$ cat src/hdl/svc_pkg.sv
package svc_pkg;

  localparam logic OP_ENCODE = 1'b0;
  localparam logic OP_DECODE = 1'b1;

  localparam logic KIND_BYTE  = 1'b0;
  localparam logic KIND_VALUE = 1'b1;

  localparam int unsigned MAX_BYTES = 5;

  localparam logic [7:0] CONT_FLAG = 8'h80;
  localparam logic [7:0] SIGN_FLAG = 8'h40;

  localparam logic [31:0] EXT_MASK_1 = 32'hffffffe0;
  localparam logic [31:0] EXT_MASK_2 = 32'hfffff000;
  localparam logic [31:0] EXT_MASK_3 = 32'hfff80000;
  localparam logic [31:0] EXT_MASK_4 = 32'hfc000000;

  typedef struct packed {
    logic               operation;
    logic signed [31:0] data_in;
  } in_t;

  typedef struct packed {
    logic               result_kind;
    logic [7:0]         code_byte;
    logic signed [31:0] decoded_value;
    logic [2:0]         byte_count;
    logic               last;
  } out_t;

  typedef struct packed {
    logic [7:0] code_byte;
    logic [2:0] byte_count;
    logic       last;
  } enc_res_t;

  typedef struct packed {
    logic               done;
    logic signed [31:0] value;
    logic [2:0]         byte_count;
  } dec_res_t;

endpackage

$ cat src/hdl/signed_varint_codec.sv
// Channel | Direction | Handshake               | Payload
// input   | in        | in_valid_i / in_ready_o | in_data_i  (svc_pkg::in_t)
// result  | out       | out_valid_o / out_ready_i | out_data_o (svc_pkg::out_t)
//
// An accepted beat sits in the input register; a decode byte leaves it when
// it is stepped, an encode after its last code byte (1 to 5), each byte
// moving to the result register when it is free or being taken.
// Sustained rate, while out_ready_i is high, is one beat per cycle for decode
// and one result per cycle for encode, set by the single result register.
// Reset clears the decode accumulator and position and drops both registers.
module signed_varint_codec (
  input  logic            clk_i,
  input  logic            rst_ni,
  input  logic            in_valid_i,
  output logic            in_ready_o,
  input  svc_pkg::in_t    in_data_i,
  output logic            out_valid_o,
  input  logic            out_ready_i,
  output svc_pkg::out_t   out_data_o
);

  svc_pkg::in_t      in_q;
  logic              in_valid_q, in_valid_d;
  logic [2:0]        idx_q, idx_d;
  svc_pkg::out_t     out_q, out_d;
  logic              out_valid_q, out_valid_d;

  svc_pkg::enc_res_t enc_res;
  svc_pkg::dec_res_t dec_res;

  logic is_decode;
  logic out_free;
  logic step;
  logic finish;
  logic emit;
  logic dec_step;

  svc_encoder u_encoder (
    .value_i (in_q.data_in),
    .index_i (idx_q),
    .res_o   (enc_res)
  );

  svc_decoder u_decoder (
    .clk_i  (clk_i),
    .rst_ni (rst_ni),
    .step_i (dec_step),
    .byte_i (in_q.data_in[7:0]),
    .res_o  (dec_res)
  );

  assign is_decode = (in_q.operation == svc_pkg::OP_DECODE);
  assign out_free  = !out_valid_q || out_ready_i;
  // a decode byte that completes nothing needs no result slot
  assign step      = in_valid_q && (out_free || (is_decode && !dec_res.done));
  assign finish    = step && (is_decode || enc_res.last);
  assign emit      = step && (!is_decode || dec_res.done);
  assign dec_step  = step && is_decode;

  assign in_ready_o = !in_valid_q || finish;

  always_comb begin
    in_valid_d = in_valid_q;
    idx_d      = idx_q;
    if (finish) begin
      in_valid_d = 1'b0;
      idx_d      = '0;
    end else if (step) begin
      idx_d = idx_q + 3'd1;
    end
    if (in_valid_i && in_ready_o) begin
      in_valid_d = 1'b1;
    end
  end

  always_comb begin
    out_valid_d = out_valid_q;
    out_d       = out_q;
    if (out_ready_i) begin
      out_valid_d = 1'b0;
    end
    if (emit) begin
      out_valid_d = 1'b1;
      if (is_decode) begin
        out_d.result_kind   = svc_pkg::KIND_VALUE;
        out_d.code_byte     = '0;
        out_d.decoded_value = dec_res.value;
        out_d.byte_count    = dec_res.byte_count;
        out_d.last          = 1'b1;
      end else begin
        out_d.result_kind   = svc_pkg::KIND_BYTE;
        out_d.code_byte     = enc_res.code_byte;
        out_d.decoded_value = '0;
        out_d.byte_count    = enc_res.byte_count;
        out_d.last          = enc_res.last;
      end
    end
  end

  always_ff @(posedge clk_i or negedge rst_ni) begin
    if (!rst_ni) begin
      in_valid_q  <= 1'b0;
      idx_q       <= '0;
      out_valid_q <= 1'b0;
    end else begin
      in_valid_q  <= in_valid_d;
      idx_q       <= idx_d;
      out_valid_q <= out_valid_d;
    end
  end

  always_ff @(posedge clk_i) begin
    if (in_valid_i && in_ready_o) begin
      in_q <= in_data_i;
    end
    out_q <= out_d;
  end

  assign out_valid_o = out_valid_q;
  assign out_data_o  = out_q;

endmodule

$ cat src/hdl/svc_encoder.sv
module svc_encoder (
  input  logic [31:0]        value_i,
  input  logic [2:0]         index_i,
  output svc_pkg::enc_res_t  res_o
);

  logic [2:0] count;
  logic [6:0] payload;
  logic       is_last;

  // shortest length: bits from each field's top bit upward all equal
  always_comb begin
    if ((value_i[31:4] == '0) || (&value_i[31:4])) begin
      count = 3'd1;
    end else if ((value_i[31:11] == '0) || (&value_i[31:11])) begin
      count = 3'd2;
    end else if ((value_i[31:18] == '0) || (&value_i[31:18])) begin
      count = 3'd3;
    end else if ((value_i[31:25] == '0) || (&value_i[31:25])) begin
      count = 3'd4;
    end else begin
      count = 3'd5;
    end
  end

  assign is_last = ((index_i + 3'd1) == count);

  always_comb begin
    unique case (index_i)
      3'd0:    payload = {value_i[4:0], 2'b00};
      3'd1:    payload = value_i[11:5];
      3'd2:    payload = value_i[18:12];
      3'd3:    payload = value_i[25:19];
      default: payload = {1'b0, value_i[31:26]};
    endcase
  end

  assign res_o.code_byte  = {~is_last, payload};
  assign res_o.byte_count = count;
  assign res_o.last       = is_last;

endmodule

$ cat src/hdl/svc_decoder.sv
module svc_decoder (
  input  logic               clk_i,
  input  logic               rst_ni,
  input  logic               step_i,
  input  logic [7:0]         byte_i,
  output svc_pkg::dec_res_t  res_o
);

  logic [31:0] acc_q, acc_d;
  logic [2:0]  pos_q, pos_d;
  logic [31:0] part;
  logic [31:0] gathered;
  logic [31:0] ext;
  logic        done;

  always_comb begin
    unique case (pos_q)
      3'd0: begin
        part = {27'd0, byte_i[6:2]};
        ext  = svc_pkg::EXT_MASK_1;
      end
      3'd1: begin
        part = {20'd0, byte_i[6:0], 5'd0};
        ext  = svc_pkg::EXT_MASK_2;
      end
      3'd2: begin
        part = {13'd0, byte_i[6:0], 12'd0};
        ext  = svc_pkg::EXT_MASK_3;
      end
      3'd3: begin
        part = {6'd0, byte_i[6:0], 19'd0};
        ext  = svc_pkg::EXT_MASK_4;
      end
      default: begin
        part = {byte_i[5:0], 26'd0};
        ext  = '0;
      end
    endcase
  end

  assign gathered = acc_q | part;
  assign done     = (pos_q >= 3'd4) || ((byte_i & svc_pkg::CONT_FLAG) == '0);

  assign res_o.done       = done;
  // a fifth byte gets no extension: its mask is zero
  assign res_o.value      = ((byte_i & svc_pkg::SIGN_FLAG) != '0) ? (gathered | ext) : gathered;
  assign res_o.byte_count = (pos_q >= 3'd4) ? 3'd5 : pos_q + 3'd1;

  always_comb begin
    acc_d = acc_q;
    pos_d = pos_q;
    if (step_i) begin
      if (done) begin
        acc_d = '0;
        pos_d = '0;
      end else begin
        acc_d = gathered;
        pos_d = pos_q + 3'd1;
      end
    end
  end

  always_ff @(posedge clk_i or negedge rst_ni) begin
    if (!rst_ni) begin
      acc_q <= '0;
      pos_q <= '0;
    end else begin
      acc_q <= acc_d;
      pos_q <= pos_d;
    end
  end

endmodule

$ cat config.mk
export PLATFORM = sky130hd
export DESIGN_NAME = signed_varint_codec
export DESIGN_NICKNAME = d
export VERILOG_FILES = /design/src/hdl/svc_pkg.sv /design/src/hdl/signed_varint_codec.sv /design/src/hdl/svc_encoder.sv /design/src/hdl/svc_decoder.sv
export SDC_FILE = /design/constraint.sdc
export NUM_CORES = 1
export LEC_CHECK = 0
export BUFFER_PORTS_ARGS = -buffer_cell sky130_fd_sc_hd__buf_2
export CELL_PAD_IN_SITES_DETAIL_PLACEMENT = 2
export CELL_PAD_IN_SITES_GLOBAL_PLACEMENT = 2
export CORE_ASPECT_RATIO = 1.4
export CORE_UTILIZATION = 40
export DETAILED_ROUTE_END_ITERATION = 6
export PLACE_DENSITY_LB_ADDON = 0.3
export SKIP_CTS_REPAIR_TIMING = 1
export SYNTH_ARGS = -nofsm -noshare
export SYNTH_HDL_FRONTEND = slang
export SYNTH_SLANG_ARGS = --single-unit
$ cat constraint.sdc
create_clock -name clk_i -period 12.3 [get_ports clk_i]
set_clock_uncertainty 0.1 [all_clocks]
set_input_delay 2.46 -clock clk_i [delete_from_list [all_inputs] [get_ports clk_i]]
set_output_delay 2.46 -clock clk_i [all_outputs]
set_load 0.01 [all_outputs]
## Word-level counts from Yosys, hierarchy flattened

Cells that the tools add are included.
W data, S select, Z words.

- Output and inout port bits: 47
- Latch bits: 0
- Bits in read-only memories: 0
- Logic and storage cells: 77
- Register bits after elaboration: 118
- Memories: 0
- RAM bits: 0
- Bits of input ports: 37

- Div/mod/pow operators: 0
- Reduce and logical (&&, ||, !) cells: 34
- Equal/unequal tests: 7
- $mul: 0
- Bitwise operators: 3
- Add/subtract/negate cells: 2
- Mux-type cells: 18
- Shift operators: 0
- $lt $le $gt $ge: 1

Operator list:

| kind | number |
|---|---|
| $pmux W32 S4 | 2 |
| $mux W32 | 2 |
| $or A32 B32 Y32 | 2 |
| $mux W45 | 1 |
| $logic_not A28 Y1 | 1 |
| $pmux W7 S4 | 1 |
| $reduce_and A28 Y1 | 1 |
| $logic_not A21 Y1 | 1 |
| $mux W3 | 7 |
| $reduce_and A21 Y1 | 1 |
| $logic_not A14 Y1 | 1 |
| $reduce_and A14 Y1 | 1 |
| $eq A3 B2 Y1 const B | 4 |
| $logic_or A1 B1 Y1 | 10 |
| $logic_not A8 Y1 | 1 |
| $logic_not A7 Y1 | 1 |
| $reduce_and A7 Y1 | 1 |
| $add A3 B1 Y3 const B | 2 |
| $eq A3 B1 Y1 const B | 2 |
| $logic_and A1 B1 Y1 | 6 |
| $logic_not A3 Y1 | 2 |
| $reduce_bool A2 Y1 | 3 |
| $mux W1 | 5 |
| $logic_not A1 Y1 | 4 |
| 3 further kinds | 3 |

## Logic depth before layout (Yosys ltp)

- Depth in word-level cells: 12
- Mapped depth: 8
- Mapped depth without buffers: 7

## Cells and area by module

Synthesis repeated with hierarchy kept, for this count alone.

- Cell total of the unflattened synthesis: 439
- Area, all modules: 5270.1 um^2

Modules (own cells, without submodules):

| module | sequential area each (um^2) | area each (um^2) | cells each | times used |
|---|---|---|---|---|
| signed_varint_codec | 2467.4 | 2939.1 | 154 | 1 |
| svc_decoder | 875.8 | 1798.0 | 202 | 1 |
| svc_encoder | 0.0 | 533.0 | 83 | 1 |

## Least setup slack after synthesis

No wires, ideal clock.

- Path type: in2out
- From: input out_ready_i
- To: output in_ready_o
- Required time: 9.740 ns
- Stages on the path: 4
- Data arrival time: 2.964 ns
- Path buffers: 0
- Path slack: 6.776 ns
- Path through: nand2b_1 nor2_1 nand2_1 a21boi_1

- Longest elaborated chain between the ends: 5

RTL lines:

| element | line | text |
|---|---|---|
| start, declared | signed_varint_codec.sv:18 | `input logic out_ready_i,` |
| $logic_or A1 B1 Y1 | signed_varint_codec.sv:53 | `assign out_free = !out_valid_q \|\| out_ready_i;` |
| $logic_or A1 B1 Y1 | signed_varint_codec.sv:55 | `assign step = in_valid_q && (out_free \|\| (is_decode && !dec_res.done));` |
| $logic_and A1 B1 Y1 | signed_varint_codec.sv:55 |  |
| $logic_and A1 B1 Y1 | signed_varint_codec.sv:56 | `assign finish = step && (is_decode \|\| enc_res.last);` |
| $logic_or A1 B1 Y1 | signed_varint_codec.sv:60 | `assign in_ready_o = !in_valid_q \|\| finish;` |
| end, declared | signed_varint_codec.sv:15 | `output logic in_ready_o,` |

Every way passes these cells.

## Worst setup path in the final report

- From: register in_q[29] (netlist name)
- To: output in_ready_o

- Longest elaborated chain between the ends: 10
- Elaborated cells on any way between the ends: 20
- Those cells by class: eq/ne: 1; mux: 4; reduce/logical: 15

RTL lines:

| element | line | text |
|---|---|---|
| start, declared | signed_varint_codec.sv:22 | `svc_pkg::in_t in_q;` |
| start signal, assigned | signed_varint_codec.sv:114 | `in_q <= in_data_i;` |
| $logic_not A7 Y1 / $reduce_and A7 Y1 (equally long branches) | svc_encoder.sv:19 | `end else if ((value_i[31:25] == '0) \|\| (&value_i[31:25])) begin` |
| $logic_or A1 B1 Y1 | svc_encoder.sv:19 |  |
| $mux W1 | svc_encoder.sv:19 |  |
| $mux W3 | svc_encoder.sv:17 | `end else if ((value_i[31:18] == '0) \|\| (&value_i[31:18])) begin` |
| $mux W3 | svc_encoder.sv:15 | `end else if ((value_i[31:11] == '0) \|\| (&value_i[31:11])) begin` |
| $mux W3 * | svc_encoder.sv:13 | `if ((value_i[31:4] == '0) \|\| (&value_i[31:4])) begin` |
| $eq A3 B3 Y1 * | svc_encoder.sv:26 | `assign is_last = ((index_i + 3'd1) == count);` |
| $logic_or A1 B1 Y1 * | signed_varint_codec.sv:56 |  |
| $logic_and A1 B1 Y1 * | signed_varint_codec.sv:56 |  |
| $logic_or A1 B1 Y1 * | signed_varint_codec.sv:60 |  |

Every way passes the cells marked *; elsewhere a longest branch is shown, timed or not.

==> results by group <==
Critical path
  – Critical Path End: in_ready_o
  – Setup crit end kind: output pin
  – R2R setup slack: 8.51 ns
  – Worst reg-to-reg path cell count: 6
  – RR Endpoint: in_q[0]
  – Reg2reg start: in_q[29]
  – Startpoint Class: flop
  – CP startpoint: in_q[29]
  – Worst Path Max Fanout: 7
  – CP Class: flop to output pin
  – Critical path arrival: 3.31 ns
  – Critical Path RT: 9.74 ns

Power and ir drop
  – Pleak: 0.00251 µW
  – Pwr Total: 1600 µW
  – Maximum vdd drop: 115 µV
  – Pwr per Cell Area: 261 mW/mm²

Finish
  – Layout Cells excl Fill: 661
  – Layout cells sized above 1: 24.7%
  – Layout net count: 546
  – Final design area excluding fillers: 0.00615 mm²
  – Antenna cells: 0
  – Layout filler cell count: 1207
  – Area Growth Syn to Fin: 22.3%
  – Util after Layout: 49.9%

Placement
  – IO Port Bufs: 83
  – Dpl cell area: 0.00558 mm²
  – Inst Count DP: 629
  – GP Congestion: 0.829
  – Hpwl dp: 9460 µm

STA
  – Fmax: 170 MHz
  – Final worst path period share: 47.7%
  – Setup_tns: 0 ns
  – Worst-Margin Slew: 1.03 ns
  – # setup viols final: 0
  – Tmin final: 5.87 ns
  – Hold Vio Cnt, Final: 0
  – RSZ-0062 raised after global routing: no
  – Slew Viols, Final: 0
  – Worst rel slew slack: 31.4%

Logic synthesis
  – Post-synth top flop: edfxtp_1
  – Synth warn: 0
  – Synthesized Nets: 465
  – Largest cells by area after synthesis: edfxtp_1, dfrtp_1, a21oi_1
  – Sequential area share after synthesis: 66.5%
  – Synth Register Bits: 118
  – Most common cell in the synthesized netlist: edfxtp_1
  – Share of the synthesized area in the top cell type: 46.6%
  – Synth unique cells: 45
  – Asr flop ratio synth: 33.9%
  – EDFF count, synth: 78
  – Mapped Cells: 417
  – Synthesized area per cell: 12.1 µm²
  – Synthesized area: 0.00503 mm²
  – Yosys top cell by area: edfxtp_1
  – Post-synth top cells: edfxtp_1, a21oi_1, nor2_1

Floorplan
  – Die Wd: 96.8 µm
  – Io pins: 84
  – # rows: 48
  – Initial cell density of the core: 40.8%
  – DIE AREA: 0.0130 mm²
  – Core area: 0.0123 mm²
  – Die Y: 135 µm

Job
  – Max_cap viols: 0

Min path
  – Worst hold path type: flop to flop

Outcome
  – Outcome: complete, no violations

Clock network
  – Total CTS buffers: 17
  – CTS root buf: clkbuf_16
  – H-tree depth: 4
  – Clk_lat worst skew: 0.42 ns
  – Clock transition at the registers of the reported paths: 0.06 ns
  – Clock Path Buffers: 2
  – CTS Sinks: 118
  – TritonCTS clock tree: yes

Global route
  – GR Util All Layers: 24.5%
  – Largest net degree at the start of global routing: 41
  – Global-route wire length before repair: 24000 µm
  – Global routing usage on met1: 26.2%
  – Most Crowded Layer GR: met2
  – Antenna violations before repair: 0
  – Met3 Resource Use GR: 4.76%
  – GR Overflow Total: 0
  – Met2 Resource Use GR: 46.4%
  – Vias in the first global route: 4305

Route
  – Vias: 3826
  – Final wirelength: 15300 µm
  – Initial DRC count: 210
  – TritonRoute pass-1 iters: 5
  – Via density: 5.79
  – Drt drc: 0
  – Wire per inst: 23.1 µm
  – Remaining antenna violation count: 0
## sequential cells by signal, indices dropped and copies added (netlist names)
| register | cells |
|---|---|
| out_valid_o | 1 |
| u_decoder.acc_q | 32 |
| idx_q | 3 |
| in_q | 32 |
| out_data_o | 45 |
| is_decode | 1 |
| in_valid_q | 1 |
| u_decoder.pos_q | 3 |
## cell families (layout without fill, tap and decap cells)
group	after synthesis	in the layout	share of synthesized area, %
simple gates	135	135	13.2
fa+ha+maj	11	11	2.74
flops	118	118	66.5
compound gates	119	119	15.0
buf+inv	34	128	2.54
## final cells by class
type	count	area, µm²	area share (%)
Sequential cell	118	3340	54.4
Multi-Input combinational cell	265	1580	25.6
Timing Repair Buffer	86	438	7.12
Clock buffer	19	433	7.04
Tap cell	150	188	3.05
Clock inverter	13	133	2.16
Inverter	10	37.5	0.611
## metal layers
layer / part of all wire (%) / up-vias
met5: 0 / -
met4: 3.1 / 0
met3: 3.6 / 30
met2: 57 / 113
met1: 37 / 1962
li1: - / 1721
## power breakdown
| part | internal, µW | total (µW) | switching [µW] |
|---|---|---|---|
| registers | 579 | 658 | 79.4 |
| clock network | 296 | 478 | 182 |
| logic | 159 | 468 | 309 |
| total | 1030 | 1600 | 570 |
## critical path, cell delays in order, from the launching register on
cell and delay (ns):
edfxtp_1 0.41, nor4_1 0.64, nand4_2 0.29, nor3_1 0.62
o41ai_1 0.24, a211oi_4 0.42, a21boi_1 0.11, buf_2 0.16
## cells in the final DEF (no fill, tap or decap), types with 3 or more instances in the layout
cell type,instances
buf_2,83
edfxtp_1,78
a21oi_1,63
nor2_1,60
dfrtp_1,40
nand2_1,17
clkbuf_16,17
a31oi_1,13
nor3_1,11
a211oi_1,11
nor2b_1,11
ha_1,11
inv_1,8
nand3_1,7
a222oi_1,7
nor4_1,5
nand4_1,5
o21ai_1,5
and2_1,5
clkinvlp_4,5
buf_4,3
## worst min path at each step
stage / start / slack [ns] / cells after the start / end
2_1_floorplan: u_decoder.acc_q[18] / 0.36 / 2 / u_decoder.acc_q[18]
3_3_place_gp: u_decoder.acc_q[24] / 0.38 / 2 / u_decoder.acc_q[24]
3_5_place_dp: u_decoder.acc_q[24] / 0.39 / 2 / u_decoder.acc_q[24]
4_1_cts: u_decoder.acc_q[11] / 0.42 / 2 / u_decoder.acc_q[11]
5_1_grt: u_decoder.acc_q[27] / 0.44 / 1 / u_decoder.acc_q[27]
6_report: u_decoder.acc_q[23] / 0.42 / 2 / u_decoder.acc_q[23]
## per-stage QoR
stage	hold WS [ns]	setup WS, ns
after global routing	0.439	6.20
after global placement	0.376	6.51
final	0.416	6.43
after floorplan	0.362	6.78
after detailed placement	0.387	6.47
after CTS	0.418	6.39
Note: power is estimated with default switching activity, not from simulation.
